### src/rtl/ecal_pkg.sv
package ecal_pkg;

  // Number of register stages from the input register to the output register.
  localparam int unsigned STAGES = 11;

  // Largest input that is not saturated: 9999-12-31 23:59:59.
  localparam logic [37:0] T_MAX = 38'd253402300799;

  localparam logic [9:0]  SECS_PER_DAY_ODD = 10'd675;  // 86400 = 675 * 128
  localparam logic [21:0] MARCH_SHIFT      = 22'd719468; // 719527 - (31 + 28)
  localparam logic [17:0] CYCLE_DAYS       = 18'd146097;
  localparam logic [11:0] SECS_PER_HOUR    = 12'd3600;
  localparam logic [8:0]  MARCH_YEAR_DAYS  = 9'd306;

  // Truncated reciprocals: x * R >> K is the quotient or one less for x < 2**K.
  localparam logic [30:0] RECIP_DAY  = 31'((64'd1 << 40) / 64'd675);
  localparam logic [22:0] RECIP_7    = 23'((64'd1 << 25) / 64'd7);
  localparam logic [17:0] RECIP_HOUR = 18'((64'd1 << 29) / 64'd3600);
  localparam logic [13:0] RECIP_CYC  = 14'((64'd1 << 31) / 64'd146097);
  localparam logic [10:0] RECIP_60   = 11'((64'd1 << 16) / 64'd60);

  // Rounded-up reciprocals that give the exact quotient over the used range.
  localparam logic [12:0] RECIP_100  = 13'd5243;  // shift 19, exact below 43699
  localparam logic [11:0] RECIP_306  = 12'd3427;  // shift 20, exact below 12192

  typedef struct packed {
    logic [STAGES-1:0] en;
  } ecal_pipe_t;

  // 367 * m / 12, floor: 30 + days from March 1 to month m (March is 1).
  function automatic logic [8:0] ecal_mon_start(input logic [3:0] m);
    logic [8:0] r;
    case (m)
      4'd0:    r = 9'd0;
      4'd1:    r = 9'd30;
      4'd2:    r = 9'd61;
      4'd3:    r = 9'd91;
      4'd4:    r = 9'd122;
      4'd5:    r = 9'd152;
      4'd6:    r = 9'd183;
      4'd7:    r = 9'd214;
      4'd8:    r = 9'd244;
      4'd9:    r = 9'd275;
      4'd10:   r = 9'd305;
      4'd11:   r = 9'd336;
      4'd12:   r = 9'd367;
      default: r = 9'd0;
    endcase
    return r;
  endfunction

endpackage

### src/rtl/ecal_pipe_ctrl.sv
module ecal_pipe_ctrl
  import ecal_pkg::*;
(
  input  logic       clk,
  input  logic       rst,
  input  logic       in_valid,
  output logic       in_ready,
  input  logic       out_ready,
  output logic       out_valid,
  output ecal_pipe_t pipe
);

  logic [STAGES-1:0] vld;
  logic [STAGES-1:0] en;

  // A stage loads when it is empty or when the stage after it loads, so bubbles
  // are squeezed out while the output waits.
  always_comb begin
    en[STAGES-1] = !vld[STAGES-1] || out_ready;
    for (int i = STAGES - 2; i >= 0; i--) begin
      en[i] = !vld[i] || en[i+1];
    end
  end

  always_ff @(posedge clk) begin
    if (rst) begin
      vld <= '0;
    end else begin
      if (en[0]) begin
        vld[0] <= in_valid;
      end
      for (int i = 1; i < STAGES; i++) begin
        if (en[i]) begin
          vld[i] <= vld[i-1];
        end
      end
    end
  end

  assign in_ready  = en[0];
  assign out_valid = vld[STAGES-1];
  assign pipe.en   = en;

endmodule

### src/rtl/epoch_seconds_to_calendar_core.sv
// Converts a signed count of seconds since 1970-01-01 00:00:00 UTC into second,
// minute, hour, day of month, month, year and weekday (0 is Sunday). Negative
// counts read as the epoch itself, and counts past 9999-12-31 23:59:59 read as
// that instant. The core takes one request per clock cycle while its output
// is taken or empty stages remain; each result passes through a chain of
// eleven register stages from the input register to the output register, most
// of them built around one constant-reciprocal multiply and its correction.
// A stalled output does not block the input while empty stages remain. There
// is no configuration and nothing to initialize.
module epoch_seconds_to_calendar_core
  import ecal_pkg::*;
(
  input  logic              clk,
  input  logic              rst,
  input  logic              in_valid,
  output logic              in_ready,
  input  logic signed [63:0] epoch_seconds,
  output logic              out_valid,
  input  logic              out_ready,
  output logic [5:0]        second,
  output logic [5:0]        minute,
  output logic [4:0]        hour,
  output logic [4:0]        day_of_month,
  output logic [3:0]        month,
  output logic [13:0]       year,
  output logic [2:0]        weekday
);

  ecal_pipe_t pipe;

  ecal_pipe_ctrl u_ctrl (
    .clk       (clk),
    .rst       (rst),
    .in_valid  (in_valid),
    .in_ready  (in_ready),
    .out_ready (out_ready),
    .out_valid (out_valid),
    .pipe      (pipe)
  );

  // Stage 0: clamp.
  logic [37:0] s0_t;
  logic [37:0] t_clamp;

  always_comb begin
    if (epoch_seconds[63]) begin
      t_clamp = '0;
    end else if (epoch_seconds > $signed({26'd0, T_MAX})) begin
      t_clamp = T_MAX;
    end else begin
      t_clamp = epoch_seconds[37:0];
    end
  end

  always_ff @(posedge clk) begin
    if (pipe.en[0]) begin
      s0_t <= t_clamp;
    end
  end

  // Stage 1: day estimate from the seconds divided by 128, then by 675.
  logic [61:0] prod_day;
  logic [21:0] s1_q;
  logic [37:0] s1_t;

  assign prod_day = 62'(s0_t[37:7]) * 62'(RECIP_DAY);

  always_ff @(posedge clk) begin
    if (pipe.en[1]) begin
      s1_q <= prod_day[61:40];
      s1_t <= s0_t;
    end
  end

  // Stage 2: correct the day count and form the second of the day.
  logic [31:0] q675;
  logic [30:0] rem_day_full;
  logic [10:0] rem_day;
  logic        fix_day;
  logic [21:0] s2_days;
  logic [16:0] s2_sec;

  assign q675         = 32'(s1_q) * 32'(SECS_PER_DAY_ODD);
  assign rem_day_full = s1_t[37:7] - q675[30:0];
  assign rem_day      = rem_day_full[10:0];
  assign fix_day      = rem_day >= 11'(SECS_PER_DAY_ODD);

  always_ff @(posedge clk) begin
    if (pipe.en[2]) begin
      if (fix_day) begin
        s2_days <= s1_q + 22'd1;
        s2_sec  <= {10'(rem_day - 11'(SECS_PER_DAY_ODD)), s1_t[6:0]};
      end else begin
        s2_days <= s1_q;
        s2_sec  <= {rem_day[9:0], s1_t[6:0]};
      end
    end
  end

  // Stage 3: March-based day, year numerator, weekday and hour estimates.
  logic [21:0] wx;
  logic [44:0] prod_w;
  logic [21:0] d_march;
  logic [34:0] prod_h;
  logic [21:0] s3_wx;
  logic [19:0] s3_w0;
  logic [21:0] s3_d;
  logic [30:0] s3_n;
  logic [4:0]  s3_h0;
  logic [16:0] s3_sec;

  assign wx      = s2_days + 22'd4;
  assign prod_w  = 45'(wx) * 45'(RECIP_7);
  assign d_march = s2_days + MARCH_SHIFT;
  assign prod_h  = 35'(s2_sec) * 35'(RECIP_HOUR);

  always_ff @(posedge clk) begin
    if (pipe.en[3]) begin
      s3_wx  <= wx;
      s3_w0  <= prod_w[44:25];
      s3_d   <= d_march;
      s3_n   <= (31'(d_march) + 31'd2) * 31'd400;
      s3_h0  <= prod_h[33:29];
      s3_sec <= s2_sec;
    end
  end

  // Stage 4: year estimate; correct weekday and hour.
  logic [44:0] prod_y;
  logic [23:0] w7;
  logic [21:0] wr_full;
  logic [3:0]  wr;
  logic [16:0] h3600;
  logic [16:0] hr_full;
  logic [12:0] hr;
  logic [13:0] s4_y0;
  logic [30:0] s4_n;
  logic [21:0] s4_d;
  logic [2:0]  s4_wday;
  logic [4:0]  s4_hour;
  logic [11:0] s4_s2;

  assign prod_y  = 45'(s3_n) * 45'(RECIP_CYC);
  assign w7      = 24'(s3_w0) * 24'd7;
  assign wr_full = s3_wx - w7[21:0];
  assign wr      = wr_full[3:0];
  assign h3600   = 17'(s3_h0) * 17'(SECS_PER_HOUR);
  assign hr_full = s3_sec - h3600;
  assign hr      = hr_full[12:0];

  always_ff @(posedge clk) begin
    if (pipe.en[4]) begin
      s4_y0 <= prod_y[44:31];
      s4_n  <= s3_n;
      s4_d  <= s3_d;
      if (wr >= 4'd7) begin
        s4_wday <= 3'(wr - 4'd7);
      end else begin
        s4_wday <= wr[2:0];
      end
      if (hr >= 13'(SECS_PER_HOUR)) begin
        s4_hour <= s3_h0 + 5'd1;
        s4_s2   <= 12'(hr - 13'(SECS_PER_HOUR));
      end else begin
        s4_hour <= s3_h0;
        s4_s2   <= hr[11:0];
      end
    end
  end

  // Stage 5: correct the year estimate; minute estimate.
  logic [31:0] ycyc;
  logic [30:0] yr_full;
  logic [18:0] yr;
  logic [22:0] prod_m;
  logic [13:0] s5_y;
  logic [21:0] s5_d;
  logic [5:0]  s5_m0;
  logic [11:0] s5_s2;
  logic [4:0]  s5_hour;
  logic [2:0]  s5_wday;

  assign ycyc    = 32'(s4_y0) * 32'(CYCLE_DAYS);
  assign yr_full = s4_n - ycyc[30:0];
  assign yr      = yr_full[18:0];
  assign prod_m  = 23'(s4_s2) * 23'(RECIP_60);

  always_ff @(posedge clk) begin
    if (pipe.en[5]) begin
      s5_y    <= (yr >= 19'(CYCLE_DAYS)) ? s4_y0 + 14'd1 : s4_y0;
      s5_d    <= s4_d;
      s5_m0   <= prod_m[21:16];
      s5_s2   <= s4_s2;
      s5_hour <= s4_hour;
      s5_wday <= s4_wday;
    end
  end

  // Stage 6: century count of the year; correct minute and second.
  logic [26:0] prod_c;
  logic [11:0] m60;
  logic [11:0] mr_full;
  logic [6:0]  mr;
  logic [13:0] s6_y;
  logic [21:0] s6_d;
  logic [7:0]  s6_q100;
  logic [5:0]  s6_min;
  logic [5:0]  s6_sec;
  logic [4:0]  s6_hour;
  logic [2:0]  s6_wday;

  assign prod_c  = 27'(s5_y) * 27'(RECIP_100);
  assign m60     = 12'(s5_m0) * 12'd60;
  assign mr_full = s5_s2 - m60;
  assign mr      = mr_full[6:0];

  always_ff @(posedge clk) begin
    if (pipe.en[6]) begin
      s6_y    <= s5_y;
      s6_d    <= s5_d;
      s6_q100 <= prod_c[26:19];
      if (mr >= 7'd60) begin
        s6_min <= s5_m0 + 6'd1;
        s6_sec <= 6'(mr - 7'd60);
      end else begin
        s6_min <= s5_m0;
        s6_sec <= mr[5:0];
      end
      s6_hour <= s5_hour;
      s6_wday <= s5_wday;
    end
  end

  // Stage 7: days before the estimated year, day of year, leap flag.
  logic [22:0] dby;
  logic [13:0] y100;
  logic        leap;
  logic [22:0] s7_yday;
  logic        s7_leap;
  logic [13:0] s7_y;
  logic [5:0]  s7_min;
  logic [5:0]  s7_sec;
  logic [4:0]  s7_hour;
  logic [2:0]  s7_wday;

  assign dby  = 23'(s6_y) * 23'd365 + 23'(s6_y[13:2]) - 23'(s6_q100)
              + 23'(s6_q100[7:2]);
  assign y100 = 14'(s6_q100) * 14'd100;
  assign leap = (s6_y[1:0] == 2'd0) && ((s6_y != y100) || (s6_q100[1:0] == 2'd0));

  always_ff @(posedge clk) begin
    if (pipe.en[7]) begin
      s7_yday <= 23'(s6_d) - dby;
      s7_leap <= leap;
      s7_y    <= s6_y;
      s7_min  <= s6_min;
      s7_sec  <= s6_sec;
      s7_hour <= s6_hour;
      s7_wday <= s6_wday;
    end
  end

  // Stage 8: a negative day of year means the estimate was one year high.
  logic [22:0] yday_fix;
  logic [9:0]  s8_yday;
  logic [13:0] s8_y;
  logic [5:0]  s8_min;
  logic [5:0]  s8_sec;
  logic [4:0]  s8_hour;
  logic [2:0]  s8_wday;

  assign yday_fix = s7_yday + 23'd365 + 23'(s7_leap);

  always_ff @(posedge clk) begin
    if (pipe.en[8]) begin
      if (s7_yday[22]) begin
        s8_yday <= yday_fix[9:0];
        s8_y    <= s7_y - 14'd1;
      end else begin
        s8_yday <= s7_yday[9:0];
        s8_y    <= s7_y;
      end
      s8_min  <= s7_min;
      s8_sec  <= s7_sec;
      s8_hour <= s7_hour;
      s8_wday <= s7_wday;
    end
  end

  // Stage 9: March-based month.
  logic [13:0] mon_num;
  logic [25:0] prod_mo;
  logic [5:0]  s9_mon;
  logic [9:0]  s9_yday;
  logic [13:0] s9_y;
  logic [5:0]  s9_min;
  logic [5:0]  s9_sec;
  logic [4:0]  s9_hour;
  logic [2:0]  s9_wday;

  assign mon_num = (14'(s8_yday) + 14'd31) * 14'd10;
  assign prod_mo = 26'(mon_num) * 26'(RECIP_306);

  always_ff @(posedge clk) begin
    if (pipe.en[9]) begin
      s9_mon  <= prod_mo[25:20];
      s9_yday <= s8_yday;
      s9_y    <= s8_y;
      s9_min  <= s8_min;
      s9_sec  <= s8_sec;
      s9_hour <= s8_hour;
      s9_wday <= s8_wday;
    end
  end

  // Stage 10: day of month and the move back to January-based months.
  logic [9:0] mday;
  logic       past_feb;
  logic [5:0] mon_adj;

  assign mday     = s9_yday + 10'd31 - 10'(ecal_mon_start(s9_mon[3:0]));
  assign past_feb = s9_yday >= 10'(MARCH_YEAR_DAYS);
  assign mon_adj  = past_feb ? s9_mon - 6'd10 : s9_mon + 6'd2;

  always_ff @(posedge clk) begin
    if (pipe.en[10]) begin
      second       <= s9_sec;
      minute       <= s9_min;
      hour         <= s9_hour;
      day_of_month <= mday[4:0];
      month        <= mon_adj[3:0];
      year         <= past_feb ? s9_y + 14'd1 : s9_y;
      weekday      <= s9_wday;
    end
  end

endmodule
### config.mk
export PLATFORM = sky130hd
export DESIGN_NAME = epoch_seconds_to_calendar_core
export DESIGN_NICKNAME = d
export VERILOG_FILES = /design/src/rtl/ecal_pkg.sv /design/src/rtl/ecal_pipe_ctrl.sv /design/src/rtl/epoch_seconds_to_calendar_core.sv
export SDC_FILE = /design/constraint.sdc
export NUM_CORES = 2
export LEC_CHECK = 0
export ABC_CLOCK_PERIOD_IN_PS = 10130
export BUFFER_PORTS_ARGS = -buffer_cell sky130_fd_sc_hd__buf_4
export CORE_MARGIN = 10
export CORE_UTILIZATION = 67
export CTS_BUF_LIST = sky130_fd_sc_hd__clkbuf_4 sky130_fd_sc_hd__clkbuf_8
export DETAILED_ROUTE_END_ITERATION = 16
export PLACE_DENSITY = 0.85
export SLEW_MARGIN = 20
export SYNTH_ARGS = -nofsm -noshare
export SYNTH_HDL_FRONTEND = slang
export SYNTH_SLANG_ARGS = --single-unit
export TNS_END_PERCENT = 5
### constraint.sdc
create_clock -name clk -period 10.13 [get_ports clk]
set_input_delay 1.013 -clock clk [delete_from_list [all_inputs] [get_ports clk]]
set_output_delay 1.013 -clock clk [all_outputs]
set_load 0.01 [all_outputs]
Word-level counts from Yosys, hierarchy flattened
Memories as Yosys holds them, arrays and structs flattened. A register that Yosys moved wholly into a read port is not among the register bits.
Cells that the tools add are included.
{"block": "totals", "reg_bits": 604, "rom_bits": 144, "inputBits": 68, "output_inout_bits": 45, "mem_count": 1}
{"block": "op_classes", "n_addsub": 29, "n_mul": 16, "order_cmp": 7, "eq_ne": 1, "muxes": 14, "reduce_logical": 27}
{"memory": "(no name shown)", "depth": 16, "width": 9, "rd": 1, "rd_ports_with_merged_regs": 1, "wr": 0, "line_no": "ecal_pkg.sv:33", "source": "case (m)"}
{"op": "greater-than comparator 64 x 39 -> 1 bit (second input constant)", "count": 1}
{"op": "multiplier 31 x 31 -> 62 bit (second input constant)", "count": 1}
{"op": "multiplier 22 x 22 -> 44 bit (second input constant)", "count": 1}
{"op": "two-way mux 14 bit", "count": 3}
{"op": "multiplier 27 x 14 -> 41 bit (second input constant)", "count": 1}
{"op": "two-way mux 38 bit", "count": 1}
{"op": "multiplier 17 x 17 -> 33 bit (second input constant)", "count": 1}
{"op": "adder 14 x 1 -> 14 bit (second input constant)", "count": 2}
{"op": "multiplier 14 x 13 -> 27 bit (second input constant)", "count": 1}
{"op": "multiplier 23 x 5 -> 27 bit (second input constant)", "count": 1}
{"op": "adder 22 x 2 -> 23 bit (second input constant)", "count": 1}
{"op": "adder 23 x 12 -> 23 bit", "count": 1}
{"op": "adder 23 x 6 -> 23 bit", "count": 1}
{"op": "multiplier 13 x 12 -> 23 bit (second input constant)", "count": 1}
{"op": "multiplier 14 x 9 -> 23 bit (second input constant)", "count": 1}
{"op": "subtractor 22 x 23 -> 23 bit", "count": 1}
{"op": "subtractor 23 x 8 -> 23 bit", "count": 1}
{"op": "adder 22 x 1 -> 22 bit (second input constant)", "count": 1}
{"op": "adder 22 x 20 -> 22 bit (second input constant)", "count": 1}
{"op": "adder 22 x 3 -> 22 bit (second input constant)", "count": 1}
{"op": "multiplier 22 x 10 -> 11 bit (second input constant)", "count": 1}
{"op": "two-way mux 22 bit", "count": 1}
{"op": "multiplier 12 x 9 -> 20 bit (second input constant)", "count": 1}
{"op": "multiplier 20 x 3 -> 4 bit (second input constant)", "count": 1}
{"op": "43 further kinds", "count": 67}

Depth between registers and ports, before layout
{"block": "depth", "depth_word": 12, "mapped_depth": 38}

Hierarchy
From an unflattened synthesis, not the netlist that was laid out.
{"block": "unflattened", "hier_cells": 5838, "hier_area_um2": 67227.0}
{"module": "epoch_seconds_to_calendar_core", "instances": 1, "cells_per_inst": 5785, "area_per_inst_um2": 66769.0, "seq_area_each_um2": 16916.2}
{"module": "ecal_pipe_ctrl", "instances": 1, "cells_per_inst": 53, "area_per_inst_um2": 457.9, "seq_area_each_um2": 220.2}

Worst setup path before layout
Ideal clock, no wire load.
{"block": "synth_timing", "path_kind": "reg2reg", "startpoint": "register s8_yday[0]", "endpoint": "register (tool-made name)", "arrival_time_ns": 7.509, "required_time_ns": 9.982, "slack_ns": 2.473, "path_stages_with_launch": 34, "path_cell_list": "edfxtp_1 -> inv_1 -> ha_1 -> nor3b_1 -> xnor2_1 -> ha_1 -> ha_1 -> a21o_1 -> a21oi_1 -> o21bai_1 -> a21oi_1 -> o21bai_1 -> a21oi_1 -> o21ai_0 -> xnor2_1 -> inv_1 -> ha_1 -> fa_1 -> fa_1 -> inv_1 -> fa_1 -> inv_1 -> ha_1 -> and4_1 -> o21ai_0 -> o31ai_1 -> a31o_2 -> xor2_1 -> nand2_1 -> o21ai_0 -> inv_1 -> ha_1 -> o211ai_1 -> o21ai_0"}
{"item": "start: declaration", "line_no": "epoch_seconds_to_calendar_core.sv:265", "source": "logic [9:0] s8_yday;"}
{"item": "start signal: assignment", "line_no": "epoch_seconds_to_calendar_core.sv:277", "source": "s8_yday <= yday_fix[9:0];"}
{"item": "start signal: assignment", "line_no": "epoch_seconds_to_calendar_core.sv:280", "source": "s8_yday <= s7_yday[9:0];"}

==> report_table.html <==
<table>
<tr><th>Metric</th><th>Value</th></tr>
<tr><th colspan="2">Cells and area</th></tr>
<tr><td>Storage cell area</td><td>0.01714 mm2</td></tr>
<tr><td>Fraction of layout instances using a drive strength above 1</td><td>5.451%</td></tr>
<tr><td>Area overhead of the layout relative to synthesis</td><td>6.984%</td></tr>
<tr><td>Multi-input combinational cell area</td><td>0.04475 mm2</td></tr>
<tr><td>Final standard cell area without fillers</td><td>0.07205 mm2</td></tr>
<tr><td>Final net count</td><td>8367</td></tr>
<tr><td>Filler cell count in the final layout</td><td>6483</td></tr>
<tr><th colspan="2">Clocking</th></tr>
<tr><td>Maximum root-to-sink buffer count</td><td>3</td></tr>
<tr><td>Number of buffers created by CTS</td><td>95</td></tr>
<tr><td>PostCTS Resize Cnt</td><td>0</td></tr>
<tr><td>Root buf cell</td><td>clkbuf_8</td></tr>
<tr><td>Clock-pin transition on the worst setup and hold timing paths</td><td>70 ps</td></tr>
<tr><td>Post-CTS repair timing setup buffer count</td><td>0</td></tr>
<tr><td>CTS sink cnt</td><td>576</td></tr>
<tr><td>Latest clock arrival within the worst-skew pair</td><td>770 ps</td></tr>
<tr><td>Number of buffers inserted for hold repair after clock tree synthesis</td><td>0</td></tr>
<tr><td>H-tree depth</td><td>3</td></tr>
<tr><td>Clock tree from TritonCTS</td><td>done</td></tr>
<tr><th colspan="2">Setup path</th></tr>
<tr><td>Largest fanout of any net on the critical path</td><td>5</td></tr>
<tr><td>Maximum single-stage delay on the critical path</td><td>550 ps</td></tr>
<tr><td>Startpoint of the most critical register-to-register path</td><td>s8_yday[0]$_DFFE_PP_</td></tr>
<tr><td>Worst Path Arrival</td><td>9510 ps</td></tr>
<tr><td>Critical path required time</td><td>10710 ps</td></tr>
<tr><td>Type of the setup path with the least slack</td><td>flop to flop</td></tr>
<tr><td>Critical Path Start Type</td><td>flop</td></tr>
<tr><td>Combined buffer and inverter count along the critical path</td><td>5</td></tr>
<tr><td>Top cell family by delay on the critical path</td><td>adder cells</td></tr>
<tr><td>Crit path top cell by count</td><td>ha_1</td></tr>
<tr><td>Slowest-stage cell, CP</td><td>fa_1</td></tr>
<tr><td>Setup crit start</td><td>s8_yday[0]$_DFFE_PP_</td></tr>
<tr><td>Nature of the critical path endpoint</td><td>flop</td></tr>
<tr><th colspan="2">Route</th></tr>
<tr><td>Routed length per placed instance</td><td>19.06 um</td></tr>
<tr><td>Wire length after detailed routing</td><td>141.5 mm</td></tr>
<tr><td>Drt via density</td><td>5.669</td></tr>
<tr><td>Antenna viol nets, final</td><td>0</td></tr>
<tr><td>DR pass1 iterations</td><td>9</td></tr>
<tr><td>Via count</td><td>42098</td></tr>
<tr><td>Residual DRC</td><td>0</td></tr>
<tr><td>Drt initial violations</td><td>2421</td></tr>
<tr><th colspan="2">Global routing</th></tr>
<tr><td>Overall fraction of global-route tracks in use</td><td>26.06%</td></tr>
<tr><td>Global-route wire length before repair</td><td>235.9 mm</td></tr>
<tr><td>Total grt overflow</td><td>0</td></tr>
<tr><td>GR met3 Demand/Resource</td><td>3.536%</td></tr>
<tr><td>Met1 track utilization from global routing</td><td>31.35%</td></tr>
<tr><td>Largest net degree at the start of global routing</td><td>71</td></tr>
<tr><td>Most Crowded Layer GR</td><td>met2</td></tr>
<tr><td>M2 GR Usage</td><td>46.96%</td></tr>
<tr><td>Initial antenna violation count</td><td>1</td></tr>
<tr><td>Vias in the first global route</td><td>47032</td></tr>
<tr><th colspan="2">Yosys</th></tr>
<tr><td>Flip-flop cell with the highest count after synthesis</td><td>edfxtp_1</td></tr>
<tr><td>Portion of the post-synthesis area used by sequential elements</td><td>25.45%</td></tr>
<tr><td>Avg Inst Size Synth</td><td>11.51 um2</td></tr>
<tr><td>Total of warnings raised by yosys</td><td>0</td></tr>
<tr><td>Share of synthesized registers carrying an async set or reset</td><td>0%</td></tr>
<tr><td>Gate count after technology mapping</td><td>5851</td></tr>
<tr><td>Count of flip-flops with a built-in enable after synthesis</td><td>560</td></tr>
<tr><td>Syn nets</td><td>8172</td></tr>
<tr><td>Cell area after technology mapping</td><td>0.06735 mm2</td></tr>
<tr><td>Number of distinct library cell variants in the gate-level netlist after synthesis</td><td>77</td></tr>
<tr><td>Total of flip-flops plus latches after synthesis</td><td>576</td></tr>
<tr><th colspan="2">STA</th></tr>
<tr><td>Actual transition at the worst max-transition pin</td><td>1060 ps</td></tr>
<tr><td>Clk_skew</td><td>77.54 ps</td></tr>
<tr><td>Fraction of the cycle the final worst path needs</td><td>88.14%</td></tr>
<tr><td>Final Hold Violating Endpoints</td><td>0</td></tr>
<tr><td>Headroom to the max-slew limit</td><td>29.31%</td></tr>
<tr><td>Setup violators final</td><td>0</td></tr>
<tr><td>Max-slew violation total from the final report</td><td>0</td></tr>
<tr><td>Achievable frequency</td><td>112.0 MHz</td></tr>
<tr><td>RSZ-0062 raised after global routing</td><td>false</td></tr>
<tr><td>Post-route setup TNS</td><td>0 ps</td></tr>
<tr><td>Clock period minus worst slack</td><td>8928 ps</td></tr>
<tr><th colspan="2">Floorplan</th></tr>
<tr><td>Horizontal die dimension</td><td>337.0 um</td></tr>
<tr><td>Die Footprint</td><td>0.1136 mm2</td></tr>
<tr><td>Height of the chip</td><td>337.0 um</td></tr>
<tr><td>Cell Rows</td><td>116</td></tr>
<tr><td>Effective utilization at floorplan</td><td>67.44%</td></tr>
<tr><td>Number of I/O pins</td><td>113</td></tr>
<tr><td>Area of the core</td><td>0.09986 mm2</td></tr>
<tr><th colspan="2">Place</th></tr>
<tr><td>Final RePlAce weighted congestion</td><td>0.9473</td></tr>
<tr><td>Number of I/O port buffers</td><td>112</td></tr>
<tr><td>Detailed-placement wirelength estimate</td><td>117.3 mm</td></tr>
<tr><td>Placed instance area</td><td>0.06984 mm2</td></tr>
<tr><th colspan="2">Run</th></tr>
<tr><td>Max capacitance violation total</td><td>0</td></tr>
<tr><th colspan="2">Outcome</th></tr>
<tr><td>Run status</td><td>finished clean</td></tr>
<tr><th colspan="2">Hold path</th></tr>
<tr><td>Startpoint of the most critical hold path</td><td>s9_hour[4]$_DFFE_PN_</td></tr>
<tr><td>Path class of the lowest-slack min-delay path</td><td>flop to flop</td></tr>
</table>
-- registers in the layout, summed over array words and instances (netlist names), 19 cells and up, named ones only --
signal   flops
s5_d        22
s2_days     22
s0_t        38
s3_n        26
s1_q        22
s3_d        19
s4_d        22
s6_d        22
-- layer usage --
metal	vias up	wire length, um
met3	339	6974
met1	20956	55650
li1	19681	-
met2	1122	73340
met4	0	5576
met5	-	0
-- per-stage QoR --
step	cells	worst slack, ps	utilization, %	hold slack, ps
final	7426	1202	72.15	401.2
after global routing	7426	499.2	72.15	402.6
after CTS	7425	1154	72.14	392.9
after detailed placement	7247	1277	69.94	404.5
after global placement	7247	1611	69.94	400.4
after floorplan	5851	2473	-	400.3
-- synth_stat cells, drive strengths merged, types with 9 or more instances --
cell type	n	share of area, %
nand4	26	0.24
and3	32	0.30
o31ai	10	0.11
ha	1420	26
xnor2	285	3.7
o21a	23	0.26
and2	29	0.27
o21ai	92	0.68
o211ai	13	0.14
nand2b	24	0.23
clkbuf	26	0.14
mux2i	10	0.15
dfxtp	16	0.48
nand2	131	0.73
xor2	119	1.5
and4	9	0.12
fa	833	25
mux2	9	0.15
a31o	15	0.20
o21bai	22	0.25
edfxtp	560	25
inv	1438	8.0
nand3	71	0.53
or3	13	0.12
a211oi	18	0.20
a21o	89	0.99
a21oi	180	1.3
a31oi	10	0.093
nor4	27	0.28
nor3	44	0.34
nor2b	27	0.25
nor2	128	0.71
-- area by class of cell --
| type | instances | share of cell area [%] |
|---|---|---|
| diodes | 1 | 0.003473 |
| clock buffers | 124 | 2.186 |
| clock inverters | 54 | 0.8579 |
| inverters | 1439 | 7.497 |
| multi-input cells | 3809 | 62.11 |
| flip-flops and latches | 576 | 23.78 |
| well taps | 1298 | 2.254 |
| repair buffers | 125 | 1.302 |
-- placed cells by master (no fill, tap or decap), types with 25 or more instances in the layout --
master	count
nand3_1	69
fa_1	833
o21ai_0	88
nor4_1	25
edfxtp_1	560
xnor2_1	284
nand2_1	127
a21oi_1	178
ha_1	1420
clkbuf_8	103
inv_1	1435
and2_1	28
nor3_1	41
nor2b_1	27
a21o_1	89
xor2_1	119
buf_4	125
and3_1	32
nor2_1	128
nand4_1	26
-- logic make-up after synthesis --
| kind of cell | synth area share [%] |
|---|---|
| adders and majority gates | 51.14 |
| and+or+nand+nor | 4.496 |
| DFF | 25.45 |
| buffers and inverters | 8.182 |
| muxes | 0.2991 |
| AOI/OAI and AO/OA | 5.169 |
| xor gates and xnor gates | 5.265 |
-- final timing paths --
| kind | to | slack [ps] | depth (start not counted) |
|---|---|---|---|
| hold reg to reg | hour[4]$_DFFE_PP_ | 400 | 0 |
| setup reg to reg | flop | 1200 | 33 |
| setup / recovery | flop | 1200 | 33 |
| hold / removal | hour[4]$_DFFE_PP_ | 400 | 0 |
Power is not shown: default switching activity piles up to over one toggle a cycle in this logic, so the estimate is an artifact.
